--- config.mk ---
export PLATFORM = sky130hd
export DESIGN_NAME = read_write_ratio_advisor_core_flat
export DESIGN_NICKNAME = d
export VERILOG_FILES = /design/src/design/rwra_pkg.sv /design/src/design/rwra_if.sv /design/src/design/read_write_ratio_advisor_core.sv /design/src/design/rwra_slot_bank.sv /design/src/design/rwra_advice.sv /design/src/flat_wrapper.sv
export SDC_FILE = /design/constraint.sdc
export NUM_CORES = 2
export LEC_CHECK = 0
export BUFFER_PORTS_ARGS = -buffer_cell sky130_fd_sc_hd__buf_4
export CELL_PAD_IN_SITES_DETAIL_PLACEMENT = 1
export CELL_PAD_IN_SITES_GLOBAL_PLACEMENT = 1
export CORE_MARGIN = 2
export CORE_UTILIZATION = 41
export CTS_CLUSTER_DIAMETER = 50
export DETAILED_ROUTE_END_ITERATION = 10
export PLACE_DENSITY_LB_ADDON = 0.08
export SLEW_MARGIN = 15
export SYNTH_ARGS = -nofsm -noshare
export SYNTH_HDL_FRONTEND = slang
export SYNTH_SLANG_ARGS = --single-unit
--- constraint.sdc ---
create_clock -name clk_i -period 17.8 [get_ports clk_i]
set_input_delay 2.67 -clock clk_i [delete_from_list [all_inputs] [get_ports clk_i]]
set_output_delay 2.67 -clock clk_i [all_outputs]
set_load 0.1 [all_outputs]
--- src/design/rwra_pkg.sv ---
`timescale 1ns / 1ps
`default_nettype none
package rwra_pkg;

  // Field widths
  localparam int LEN_W       = 32;
  localparam int TIME_SLOT_W = 2;
  localparam int PCT_W       = 7;
  localparam int LOG_W       = 7;
  localparam int CNT_W       = 64;
  localparam int LEAD_W      = 6;
  localparam int PCT_SUM_W   = 10;

  // Advice constants
  localparam logic [PCT_W-1:0] PCT_RESET = 7'd70;
  localparam int               PCT_MAX   = 90;
  localparam int               PCT_MIN   = 50;

  typedef logic [CNT_W-1:0] cnt_t;

  // Command to the slot counter bank for one beat
  typedef struct packed {
    logic en;
    logic clear;
    logic is_read;
  } bank_cmd_t;

  // Advice status formed from the counter bank
  typedef struct packed {
    logic                    many_empty;
    logic signed [LOG_W-1:0] log_ratio;
    logic [PCT_W-1:0]        percent;
  } advice_t;

  // Add two counters, stick at all ones on overflow
  function automatic cnt_t sat_add(input cnt_t a, input cnt_t b);
    logic [CNT_W:0] s;
    s = {1'b0, a} + {1'b0, b};
    return s[CNT_W] ? '1 : s[CNT_W-1:0];
  endfunction

  // Position of the leading one, zero for zero
  function automatic logic [LEAD_W-1:0] lead_one(input cnt_t v);
    logic [LEAD_W-1:0] r;
    r = '0;
    for (int i = 0; i < CNT_W; i++) begin
      if (v[i]) r = LEAD_W'(i);
    end
    return r;
  endfunction

endpackage
`default_nettype wire

--- src/design/rwra_if.sv ---
`timescale 1ns / 1ps
`default_nettype none
// Access beat channel
interface rwra_in_if;
  logic                              valid;
  logic                              ready;
  logic [rwra_pkg::LEN_W-1:0]        access_length;
  logic                              is_read;
  logic [rwra_pkg::TIME_SLOT_W-1:0]  time_slot;

  modport source (output valid, access_length, is_read, time_slot, input ready);
  modport sink   (input valid, access_length, is_read, time_slot, output ready);
endinterface

// Advice beat channel
interface rwra_out_if;
  logic                               valid;
  logic                               ready;
  logic [rwra_pkg::PCT_W-1:0]         pmem_percent;
  logic signed [rwra_pkg::LOG_W-1:0]  log_ratio;
  logic                               advice_updated;

  modport source (output valid, pmem_percent, log_ratio, advice_updated, input ready);
  modport sink   (input valid, pmem_percent, log_ratio, advice_updated, output ready);
endinterface

// Configuration write channel
interface rwra_cfg_if;
  logic                        valid;
  logic                        ready;
  logic [rwra_pkg::PCT_W-1:0]  base_percent;

  modport source (output valid, base_percent, input ready);
  modport sink   (input valid, base_percent, output ready);
endinterface
`default_nettype wire

--- src/design/read_write_ratio_advisor_core.sv ---
`timescale 1ns / 1ps
`default_nettype none
// Read/write ratio advisor.
// in_i carries one access beat (length, read flag, low bits of the second).
// Bytes are counted per slot in a ring of SLOT_COUNT saturating 64-bit
// counters; when the slot changes, advice is formed from all slots before
// the new slot is cleared and the access counted.
// out_o returns one beat per access: the held percent, the held log ratio
// and a flag telling whether this access recomputed them.
// cfg_i writes base_percent; it is always ready and only affects later
// recomputations.
// The access beat enters the input register on acceptance and moves to
// the result register, which drives out_o.valid, once out_o is empty or
// ready. Throughput: one access per cycle while out_o does not stall,
// set by the adder tree and leading-one detect between the two registers.
// Reset: counters and current slot clear, percent goes to 70, ratio to 0.
// When out_o stalls, the result register holds, the input register fills,
// and in_i drops ready once both are occupied.
module read_write_ratio_advisor_core #(
  parameter int SLOT_COUNT = 4
) (
  input  wire logic   clk_i,
  input  wire logic   rst_ni,
  rwra_cfg_if.sink    cfg_i,
  rwra_in_if.sink     in_i,
  rwra_out_if.source  out_o
);
  import rwra_pkg::*;

  localparam int SLOT_W = (SLOT_COUNT > 1) ? $clog2(SLOT_COUNT) : 1;

  logic [PCT_W-1:0]        base_q;
  logic                    in_valid_q;
  logic [LEN_W-1:0]        len_q;
  logic                    rd_q;
  logic [SLOT_W-1:0]       slot_q;
  logic [SLOT_W-1:0]       slot_d;
  logic [SLOT_W-1:0]       cur_slot_q;
  logic                    out_valid_q;
  logic [PCT_W-1:0]        pct_q;
  logic signed [LOG_W-1:0] log_q;
  logic                    upd_q;
  logic                    advance;
  logic                    change;
  logic                    upd;
  bank_cmd_t               bank_cmd;
  advice_t                 advice;
  cnt_t                    rd_cnt [SLOT_COUNT];
  cnt_t                    wr_cnt [SLOT_COUNT];

  // Configuration register
  assign cfg_i.ready = 1'b1;

  always_ff @(posedge clk_i or negedge rst_ni) begin
    if (!rst_ni) begin
      base_q <= PCT_RESET;
    end else if (cfg_i.valid) begin
      base_q <= cfg_i.base_percent;
    end
  end

  // Reduce the time slot into the ring
  always_comb begin
    if (32'(in_i.time_slot) >= SLOT_COUNT) begin
      slot_d = SLOT_W'(32'(in_i.time_slot) - SLOT_COUNT);
    end else begin
      slot_d = SLOT_W'(in_i.time_slot);
    end
  end

  // Input register
  assign advance    = in_valid_q && (!out_valid_q || out_o.ready);
  assign in_i.ready = !in_valid_q || advance;

  always_ff @(posedge clk_i or negedge rst_ni) begin
    if (!rst_ni) begin
      in_valid_q <= 1'b0;
    end else if (in_i.ready) begin
      in_valid_q <= in_i.valid;
    end
  end

  always_ff @(posedge clk_i) begin
    if (in_i.ready && in_i.valid) begin
      len_q  <= in_i.access_length;
      rd_q   <= in_i.is_read;
      slot_q <= slot_d;
    end
  end

  // Slot counters and advice
  assign change = slot_q != cur_slot_q;
  assign upd    = change && !advice.many_empty;

  always_comb begin
    bank_cmd.en      = advance;
    bank_cmd.clear   = change;
    bank_cmd.is_read = rd_q;
  end

  rwra_slot_bank #(
    .SLOT_COUNT (SLOT_COUNT),
    .SLOT_W     (SLOT_W)
  ) u_bank (
    .clk_i    (clk_i),
    .rst_ni   (rst_ni),
    .cmd_i    (bank_cmd),
    .slot_i   (slot_q),
    .len_i    (len_q),
    .rd_cnt_o (rd_cnt),
    .wr_cnt_o (wr_cnt)
  );

  rwra_advice #(
    .SLOT_COUNT (SLOT_COUNT)
  ) u_advice (
    .rd_cnt_i (rd_cnt),
    .wr_cnt_i (wr_cnt),
    .base_i   (base_q),
    .advice_o (advice)
  );

  // Result register; held advice doubles as the output payload
  always_ff @(posedge clk_i or negedge rst_ni) begin
    if (!rst_ni) begin
      out_valid_q <= 1'b0;
      cur_slot_q  <= '0;
      pct_q       <= PCT_RESET;
      log_q       <= '0;
      upd_q       <= 1'b0;
    end else begin
      if (advance) begin
        out_valid_q <= 1'b1;
        cur_slot_q  <= slot_q;
        upd_q       <= upd;
        if (upd) begin
          pct_q <= advice.percent;
          log_q <= advice.log_ratio;
        end
      end else if (out_o.ready) begin
        out_valid_q <= 1'b0;
      end
    end
  end

  assign out_o.valid          = out_valid_q;
  assign out_o.pmem_percent   = pct_q;
  assign out_o.log_ratio      = log_q;
  assign out_o.advice_updated = upd_q;

  // Held percent stays inside the clamp window
  a_pct_range: assert property (@(posedge clk_i) disable iff (!rst_ni)
    out_valid_q |-> (pct_q >= PCT_W'(PCT_MIN)) && (pct_q <= PCT_W'(PCT_MAX)))
    else $error("advice percent outside clamp window");

  // An access in the current slot leaves the advice untouched
  a_same_slot_hold: assert property (@(posedge clk_i) disable iff (!rst_ni)
    advance && !change |=> !upd_q && (pct_q == $past(pct_q)) && (log_q == $past(log_q)))
    else $error("advice changed without a slot change");

  // Every advanced access produces a result beat
  a_advance_result: assert property (@(posedge clk_i) disable iff (!rst_ni)
    advance |=> out_valid_q && (cur_slot_q == $past(slot_q)))
    else $error("advanced access lost");

endmodule
`default_nettype wire

--- src/design/rwra_slot_bank.sv ---
`timescale 1ns / 1ps
`default_nettype none
module rwra_slot_bank #(
  parameter int SLOT_COUNT = 4,
  parameter int SLOT_W     = (SLOT_COUNT > 1) ? $clog2(SLOT_COUNT) : 1
) (
  input  wire logic                        clk_i,
  input  wire logic                        rst_ni,
  input  wire rwra_pkg::bank_cmd_t         cmd_i,
  input  wire logic [SLOT_W-1:0]           slot_i,
  input  wire logic [rwra_pkg::LEN_W-1:0]  len_i,
  output rwra_pkg::cnt_t                   rd_cnt_o [SLOT_COUNT],
  output rwra_pkg::cnt_t                   wr_cnt_o [SLOT_COUNT]
);
  import rwra_pkg::*;

  cnt_t rd_cnt_q [SLOT_COUNT];
  cnt_t wr_cnt_q [SLOT_COUNT];
  cnt_t len_ext;

  assign len_ext = CNT_W'(len_i);

  // Clear the new slot on a slot change, then add the length to one counter
  always_ff @(posedge clk_i or negedge rst_ni) begin
    if (!rst_ni) begin
      for (int i = 0; i < SLOT_COUNT; i++) begin
        rd_cnt_q[i] <= '0;
        wr_cnt_q[i] <= '0;
      end
    end else if (cmd_i.en) begin
      for (int i = 0; i < SLOT_COUNT; i++) begin
        if (slot_i == SLOT_W'(i)) begin
          if (cmd_i.clear) begin
            rd_cnt_q[i] <= cmd_i.is_read ? len_ext : '0;
            wr_cnt_q[i] <= cmd_i.is_read ? '0 : len_ext;
          end else if (cmd_i.is_read) begin
            rd_cnt_q[i] <= sat_add(rd_cnt_q[i], len_ext);
          end else begin
            wr_cnt_q[i] <= sat_add(wr_cnt_q[i], len_ext);
          end
        end
      end
    end
  end

  assign rd_cnt_o = rd_cnt_q;
  assign wr_cnt_o = wr_cnt_q;

endmodule
`default_nettype wire

--- src/design/rwra_advice.sv ---
`timescale 1ns / 1ps
`default_nettype none
module rwra_advice #(
  parameter int SLOT_COUNT = 4
) (
  input  wire rwra_pkg::cnt_t              rd_cnt_i [SLOT_COUNT],
  input  wire rwra_pkg::cnt_t              wr_cnt_i [SLOT_COUNT],
  input  wire logic [rwra_pkg::PCT_W-1:0]  base_i,
  output rwra_pkg::advice_t                advice_o
);
  import rwra_pkg::*;

  localparam int LEVELS = (SLOT_COUNT > 1) ? $clog2(SLOT_COUNT) : 1;
  localparam int PAD    = 1 << LEVELS;

  cnt_t                    rd_lvl [LEVELS+1][PAD];
  cnt_t                    wr_lvl [LEVELS+1][PAD];
  logic [SLOT_COUNT-1:0]   empty;
  logic [LEAD_W-1:0]       lead_rd;
  logic [LEAD_W-1:0]       lead_wr;
  logic signed [LOG_W-1:0] diff;
  logic signed [PCT_SUM_W-1:0] diff_ext;
  logic signed [PCT_SUM_W-1:0] pct_sum;

  // Flag slots whose counters are both zero
  always_comb begin
    for (int i = 0; i < SLOT_COUNT; i++) begin
      empty[i] = (rd_cnt_i[i] == '0) && (wr_cnt_i[i] == '0);
    end
  end

  // Sum the slots through a saturating adder tree
  always_comb begin
    for (int i = 0; i < PAD; i++) begin
      rd_lvl[0][i] = (i < SLOT_COUNT) ? rd_cnt_i[i] : '0;
      wr_lvl[0][i] = (i < SLOT_COUNT) ? wr_cnt_i[i] : '0;
    end
    for (int l = 1; l <= LEVELS; l++) begin
      for (int i = 0; i < PAD; i++) begin
        if (i < (PAD >> l)) begin
          rd_lvl[l][i] = sat_add(rd_lvl[l-1][2*i], rd_lvl[l-1][2*i+1]);
          wr_lvl[l][i] = sat_add(wr_lvl[l-1][2*i], wr_lvl[l-1][2*i+1]);
        end else begin
          rd_lvl[l][i] = '0;
          wr_lvl[l][i] = '0;
        end
      end
    end
  end

  // Difference of leading-one positions and the clamped percent
  assign lead_rd  = lead_one(rd_lvl[LEVELS][0]);
  assign lead_wr  = lead_one(wr_lvl[LEVELS][0]);
  assign diff     = $signed({1'b0, lead_rd}) - $signed({1'b0, lead_wr});
  assign diff_ext = PCT_SUM_W'(diff);
  assign pct_sum  = $signed({{(PCT_SUM_W-PCT_W){1'b0}}, base_i})
                  + (diff_ext <<< 2) + diff_ext;

  always_comb begin
    advice_o.many_empty = |(empty & (empty - SLOT_COUNT'(1)));
    advice_o.log_ratio  = diff;
    if (pct_sum > $signed(PCT_SUM_W'(PCT_MAX))) begin
      advice_o.percent = PCT_W'(PCT_MAX);
    end else if (pct_sum < $signed(PCT_SUM_W'(PCT_MIN))) begin
      advice_o.percent = PCT_W'(PCT_MIN);
    end else begin
      advice_o.percent = pct_sum[PCT_W-1:0];
    end
  end

endmodule
`default_nettype wire
--- src/flat_wrapper.sv ---
// flat-port wrapper written by rule: the top's interface ports become plain ports
module read_write_ratio_advisor_core_flat import rwra_pkg::*;
#(
  parameter int SLOT_COUNT = 4
)
  (clk_i, rst_ni, cfg_i_valid, cfg_i_base_percent, cfg_i_ready, in_i_valid, in_i_access_length, in_i_is_read, in_i_time_slot, in_i_ready, out_o_valid, out_o_pmem_percent, out_o_log_ratio, out_o_advice_updated, out_o_ready);
  rwra_cfg_if cfg_i_i ();
  rwra_in_if in_i_i ();
  rwra_out_if out_o_i ();
  input  wire logic clk_i;
  input  wire logic rst_ni;
  input wire logic [$bits(cfg_i_i.valid)-1:0] cfg_i_valid;
  input wire logic [$bits(cfg_i_i.base_percent)-1:0] cfg_i_base_percent;
  output wire logic [$bits(cfg_i_i.ready)-1:0] cfg_i_ready;
  input wire logic [$bits(in_i_i.valid)-1:0] in_i_valid;
  input wire logic [$bits(in_i_i.access_length)-1:0] in_i_access_length;
  input wire logic [$bits(in_i_i.is_read)-1:0] in_i_is_read;
  input wire logic [$bits(in_i_i.time_slot)-1:0] in_i_time_slot;
  output wire logic [$bits(in_i_i.ready)-1:0] in_i_ready;
  output wire logic [$bits(out_o_i.valid)-1:0] out_o_valid;
  output wire logic [$bits(out_o_i.pmem_percent)-1:0] out_o_pmem_percent;
  output wire logic [$bits(out_o_i.log_ratio)-1:0] out_o_log_ratio;
  output wire logic [$bits(out_o_i.advice_updated)-1:0] out_o_advice_updated;
  input wire logic [$bits(out_o_i.ready)-1:0] out_o_ready;
  assign cfg_i_i.valid = cfg_i_valid;
  assign cfg_i_i.base_percent = cfg_i_base_percent;
  assign cfg_i_ready = cfg_i_i.ready;
  assign in_i_i.valid = in_i_valid;
  assign in_i_i.access_length = in_i_access_length;
  assign in_i_i.is_read = in_i_is_read;
  assign in_i_i.time_slot = in_i_time_slot;
  assign in_i_ready = in_i_i.ready;
  assign out_o_valid = out_o_i.valid;
  assign out_o_pmem_percent = out_o_i.pmem_percent;
  assign out_o_log_ratio = out_o_i.log_ratio;
  assign out_o_advice_updated = out_o_i.advice_updated;
  assign out_o_i.ready = out_o_ready;
  read_write_ratio_advisor_core #(.SLOT_COUNT(SLOT_COUNT)) u_core (.clk_i(clk_i), .rst_ni(rst_ni), .cfg_i(cfg_i_i), .in_i(in_i_i), .out_o(out_o_i));
endmodule
# After elaboration in Yosys (flattened, before gate mapping)
# Cells that the tools add are included.
# W data, S select, Z words.
totals:
  n_memories: 0
  ram_bits: 0
  latchBits: 0
  regBits: 573
  out_inout_bits: 18
  romBits: 0
  in_bits: 47
classes:
  mul: 0
  reduce_logical: 33
  muxes: 162
  eq_ne: 5
  order_cmp: 2
  add_sub_neg: 18
  div: 0
  n_shift: 0
  bitwise_logic: 1
op_table:
  columns: ["operator", "count"]
  rows:
  - ["$mux W64", 30]
  - ["$mux W6", 124]
  - ["$add A64 B32 Y65", 8]
  - ["$logic_not A64 Y1", 8]
  - ["$add A64 B64 Y65", 6]
  - ["$mux W32", 2]
  - ["$reduce_and A3 Y1", 8]
  - ["$mux W7", 2]
  - ["$add A10 B7 Y10", 1]
  - ["$add A8 B9 Y10", 1]
  - ["$gt A10 B8 Y1 const B", 1]
  - ["$lt A10 B7 Y1 const B", 1]
  - ["$logic_and A1 B1 Y1", 7]
  - ["$sub A6 B6 Y7", 1]
  - ["$and A4 B4 Y4", 1]
  - ["$eq A2 B2 Y1 const B", 2]
  - ["$mux W1", 4]
  - ["$reduce_bool A2 Y1", 2]
  - ["$reduce_or A4 Y1", 1]
  - ["$sub A4 B1 Y4 const B", 1]
  - ["$logic_not A1 Y1", 3]
  - ["$eq A2 B1 Y1 const B", 1]
  - ["$logic_not A2 Y1", 1]
  - ["$logic_or A1 B1 Y1", 2]
  - ["3 further kinds", 3]

# Logic depth before layout (Yosys ltp)
depth:
  ltp_word: 73
  depth_mapped: 60
  ltp_nobuf: 60

# Cells and area by module
# From an unflattened synthesis, not the netlist that was laid out.
hier_totals:
  hier_cells: 8850
  hier_area_um2: 67379.6
modules_own_cells:
  columns: ["mod", "cells_per_inst", "seq_area_each_um2", "area_each_um2", "instances"]
  rows:
  - ["rwra_slot_bank", 4955, 12812.3, 39987.1, 1]
  - ["rwra_advice", 3793, 0.0, 25296.8, 1]
  - ["read_write_ratio_advisor_core", 102, 1709.1, 2095.8, 1]

# Worst setup path after synthesis
# No wires, ideal clock.
synth_path:
  path_kind: "register -> register"
  startpoint: "reg u_core.u_bank.rd_cnt_q, in the netlist u_core.u_bank.rd_cnt_o[1]"
  endpoint: "reg u_core.pct_q[5], in the netlist u_core.out_o.pmem_percent[5]"
  synth_period_minus_slack_ns: 11.307
  path_slack_ns: 6.493
  setup_time_ns: 0.125
  arrival_ns: 11.182
  path_stages_with_launch: 54
  required_ns: 17.675
  n_path_buf: 1
  cell_sequence: "dfrtp_1 > ha_1 > a21o_1 > a21oi_1 > o21a_1 > o31ai_1 > a221oi_1 > o31ai_1 > o41ai_2 > o311ai_1 > a2111o_1 > nor3b_1 > o31ai_1 > o21ai_1 > a21o_1 > a21oi_1 > xor2_1 > nand2_1 > (+18 left out) > ha_1 > inv_1 > fa_1 > a21o_1 > a21oi_1 > o21bai_1 > a21oi_1 > inv_1 > fa_1 > inv_1 > ha_1 > nor2b_1 > nor3_1 > o21ai_0 > o2bb2ai_1 > and2_1 > or2_2 > mux2_2"
synth_rtl:
  columns: ["element", "line_no", "source"]
  rows:
  - ["start: declaration", "rwra_slot_bank.sv:17", "cnt_t rd_cnt_q [SLOT_COUNT];"]
  - ["start signal: indexed assignment", "rwra_slot_bank.sv:34", "rd_cnt_q[i] <= cmd_i.is_read ? len_ext : '0;"]
  - ["start signal: indexed assignment", "rwra_slot_bank.sv:37", "rd_cnt_q[i] <= sat_add(rd_cnt_q[i], len_ext);"]
  - ["end signal: assignment", "read_write_ratio_advisor_core.sv:137", "pct_q <= advice.percent;"]
  - ["end: declaration", "read_write_ratio_advisor_core.sv:40", "logic [PCT_W-1:0] pct_q;"]

==> metrics.log <==
INFO  metric finalCoreUtilization = 45.9%
INFO  metric coreArea = 154000 um2
INFO  metric holdBufCountCts = 0
INFO  metric place.detailed.hpwl = 232000 um
INFO  metric antenna_found_initial = 9
INFO  metric synth_enable_flop_cells = 35
INFO  metric htreeDepth = 3
INFO  metric unrepaired_setup_endpoints_after_global_routing = false
INFO  metric postCtsSetupRepairBufs = 0
INFO  metric maxCapViolations = 0
INFO  metric critical_path.most_common_cell = a21oi_1
INFO  metric clkLatencyLatePin = 0.79 ns
INFO  metric initial_core_util = 41.3%
INFO  metric max_freq = 0.0682 GHz
INFO  metric clock_tree.buffer_depth = 3
INFO  metric yosysSeqAreaShare = 22.8%
INFO  metric overflow = 0
INFO  metric synth_to_final_area_change = 11.0%
INFO  metric yosys_warnings = 0
INFO  metric n_fill_cell = 18924
INFO  metric weighted_congestion_at_the_end_of_routability_driven_global_placement = 0.979
INFO  metric setup-tns-final = 0 ns
INFO  metric routed_wl = 299000 um
INFO  metric post-route-min-period = 14.67 ns
INFO  metric tritoncts = yes
INFO  metric drt_pre_antenna_iters = 5
INFO  metric port_buffers = 63
INFO  metric vias = 69034
INFO  metric route.detailed.drc = 0
INFO  metric timing.critical_path.from_type = flip-flop
INFO  metric postSynth.topFlopCell = dfrtp_1
INFO  metric synth_area = 63800 um2
INFO  metric clkSinkCount = 573
INFO  metric finalClockSkew = 0.0668 ns
INFO  metric post_route_cells_drive_above_1_share = 6.20%
INFO  metric final-max-slew-violation-count = 0
INFO  metric ys_ff_latch = 573
INFO  metric grt_max_degree = 131
INFO  metric setup_viol = 0
INFO  metric timing.final.hold_violations = 0
INFO  metric viasPerCell = 6.58
INFO  metric syn_nets = 9072
INFO  metric run_status = completed
INFO  metric route.antenna.remaining_nets = 0
INFO  metric drt-wirelength-per-cell = 28.5 um
INFO  metric cell_chosen_for_the_clock_root = clkbuf_16
INFO  metric cp.required = 18.47 ns
INFO  metric floorplan.die_area = 159000 um2
INFO  metric globalRouteTotalUtil = 36.7%
INFO  metric worst_slew_pin_slew = 1.24 ns
INFO  metric first_pass_grt_wire_length = 446000 um
INFO  metric cts.repair.resized = 0
INFO  metric netlist_instances = 8350
INFO  metric nets = 9076
INFO  metric yosys.cell_types.count = 102
INFO  metric num_io_pins = 65
INFO  metric timing.critical_path.slowest_stage_cell = o41ai_2
INFO  metric die_height = 399 um
INFO  metric post-route-worst-setup-slack = 3.13 ns
INFO  metric ys_async_sr_fraction = 93.9%
INFO  metric number_of_global_route_vias_before_repair = 68489
INFO  metric slowest_stage_delay_on_critical_path = 0.61 ns
INFO  metric endpoint_kind = flip-flop
INFO  metric hp-class = reg -> reg
INFO  metric post_synth.cell_area_avg = 7.64 um2
INFO  metric slew_limit_headroom = 16.6%
INFO  metric critical_path.max_fanout = 40
INFO  metric die_w = 399 um
INFO  metric final_min_period_over_clock_period = 82.4%
INFO  metric tritoncts.num_buffers = 108
INFO  metric drt_first_iter_violations = 6309
INFO  metric crit_type = reg -> reg
INFO  metric clk_pin_slew = 0.05 ns
INFO  metric core.rowCount = 144
INFO  metric dpl_worst_slack = 3.38 ns
INFO  metric worst_ep_arrival_time = 15.34 ns
==> Yosys cell counts (all sizes together) (35+ instances only) <==
cell type,instances,area (um2)
nand4,118,738
nor3,148,741
a22o,54,473
nand3,251,1260
a31oi,165,1050
a211o,38,333
o311ai,40,358
o21ai,714,3580
a221oi,40,350
and3,132,831
clkbuf,277,1040
ha,655,8200
a211oi,81,626
nor2,582,2180
o21a,95,713
a21boi,44,330
xor2,214,1870
inv,307,1150
dfrtp,532,13300
edfxtp,35,1050
or3,65,407
and2,72,450
nor2b,87,544
a21oi,816,4080
xnor2,336,2940
o31ai,120,901
o211ai,76,571
nand2b,105,657
o21bai,92,691
nor4,182,1140
a21o,338,2540
nand2,1006,3780
==> worst max-delay path, delay by kind of cell, from the launching register on <==
kind | cells | cell delay (ns)
and+or+nand+nor | 9 | 1.80
AOI/OAI and AO/OA | 34 | 9.36
xor gates and xnor gates | 1 | 0.19
adders and majority gates | 6 | 2.25
DFF | 1 | 0.46
buffers and inverters | 4 | 0.51
==> cell type report <==
type	instances	area, um2	area share, %
Inverter	308	1160	1.63
Tap cell	2044	2560	3.61
Clock inverter	60	757	1.07
Antenna cell	5	12.5	0.0177
Multi-Input combinational cell	7170	47300	66.8
Timing Repair Buffer	193	1470	2.07
Clock buffer	143	3040	4.29
Sequential cell	573	14500	20.5
==> cells in the final DEF (no fill, tap or decap), types with 66 or more instances in the layout <==
cell	count
nand2_1	1000
a21oi_1	812
ha_1	655
o21ai_0	644
nor2_1	567
dfrtp_1	532
a21o_1	338
xnor2_1	336
inv_1	307
nand3_1	251
xor2_1	214
buf_4	191
nor4_1	165
a31oi_1	164
nor3_1	143
and3_1	131
nand4_1	118
o31ai_1	118
clkbuf_16	110
nand2b_1	105
o21a_1	93
o21bai_1	92
nor2b_1	87
a211oi_1	78
o211ai_1	76
and2_1	66
==> through the flow <==
stage	area (um2)	std cells	hold slack, ns
global route	70800	10491	0.497
CTS	70800	10491	0.477
finish	70800	10496	0.472
floorplan	63800	8350	0.467
global placement	67000	10288	0.465
detailed placement	67000	10288	0.464
==> registers in the layout, indices dropped and copies added (netlist names) <==
register / flops
u_core.u_bank.rd_cnt_o: 256
u_core.u_bank.wr_cnt_o: 256
u_core.len_q: 32
u_core.base_q: 7
u_core.out_o.log_ratio: 7
u_core.out_o.pmem_percent: 7
u_core.cur_slot_q: 2
u_core.slot_q: 2
u_core.in_valid_q: 1
u_core.out_o.advice_updated: 1
u_core.out_o.valid: 1
u_core.rd_q: 1
==> path summary, 6_finish.rpt <==
path | from | to | slack (ns) | cells past startpoint
worst max-delay path | u_core.u_bank.rd_cnt_o[65]$_DFFE_PN0P_ | u_core.out_o.pmem_percent[0]$_DFFE_PN0P_ | 3.13 | 54
worst min-delay path | u_core.out_o.pmem_percent[6]$_DFFE_PN1P_ | u_core.out_o.pmem_percent[6]$_DFFE_PN1P_ | 0.47 | 2
worst max register to register | u_core.u_bank.rd_cnt_o[65]$_DFFE_PN0P_ | u_core.out_o.pmem_percent[0]$_DFFE_PN0P_ | 3.13 | 54
worst min register to register | u_core.out_o.pmem_percent[6]$_DFFE_PN1P_ | u_core.out_o.pmem_percent[6]$_DFFE_PN1P_ | 0.47 | 2
max in group asynchronous | rst_ni | u_core.u_bank.wr_cnt_o[222]$_DFFE_PN0P_ | 12.92 | 4
min in group asynchronous | rst_ni | u_core.u_bank.wr_cnt_o[111]$_DFFE_PN0P_ | 1.93 | 1
==> kinds of logic after synthesis <==
logic type | after synthesis | synth area share [%]
other | 1 | 0.00587
adder cells (fa/ha/maj) | 676 | 13.5
AND/OR/NAND/NOR | 2877 | 21.5
AO/OA/AOI/OAI | 3043 | 30.7
buffers and inverters | 607 | 3.61
XOR/XNOR | 550 | 7.55
flip-flops | 573 | 22.8
multiplexers | 23 | 0.386
==> per-layer routing <==
| layer | share of wire, % | global-route usage (%) |
|---|---|---|
| met5 | 0.017 | 0 |
| met4 | 5.0 | 16.4 |
| met3 | 7.2 | 5.84 |
| met2 | 43 | 55.4 |
| met1 | 45 | 51.5 |
Power is not shown: default switching activity piles up to over one toggle a cycle in this logic, so the estimate is an artifact.
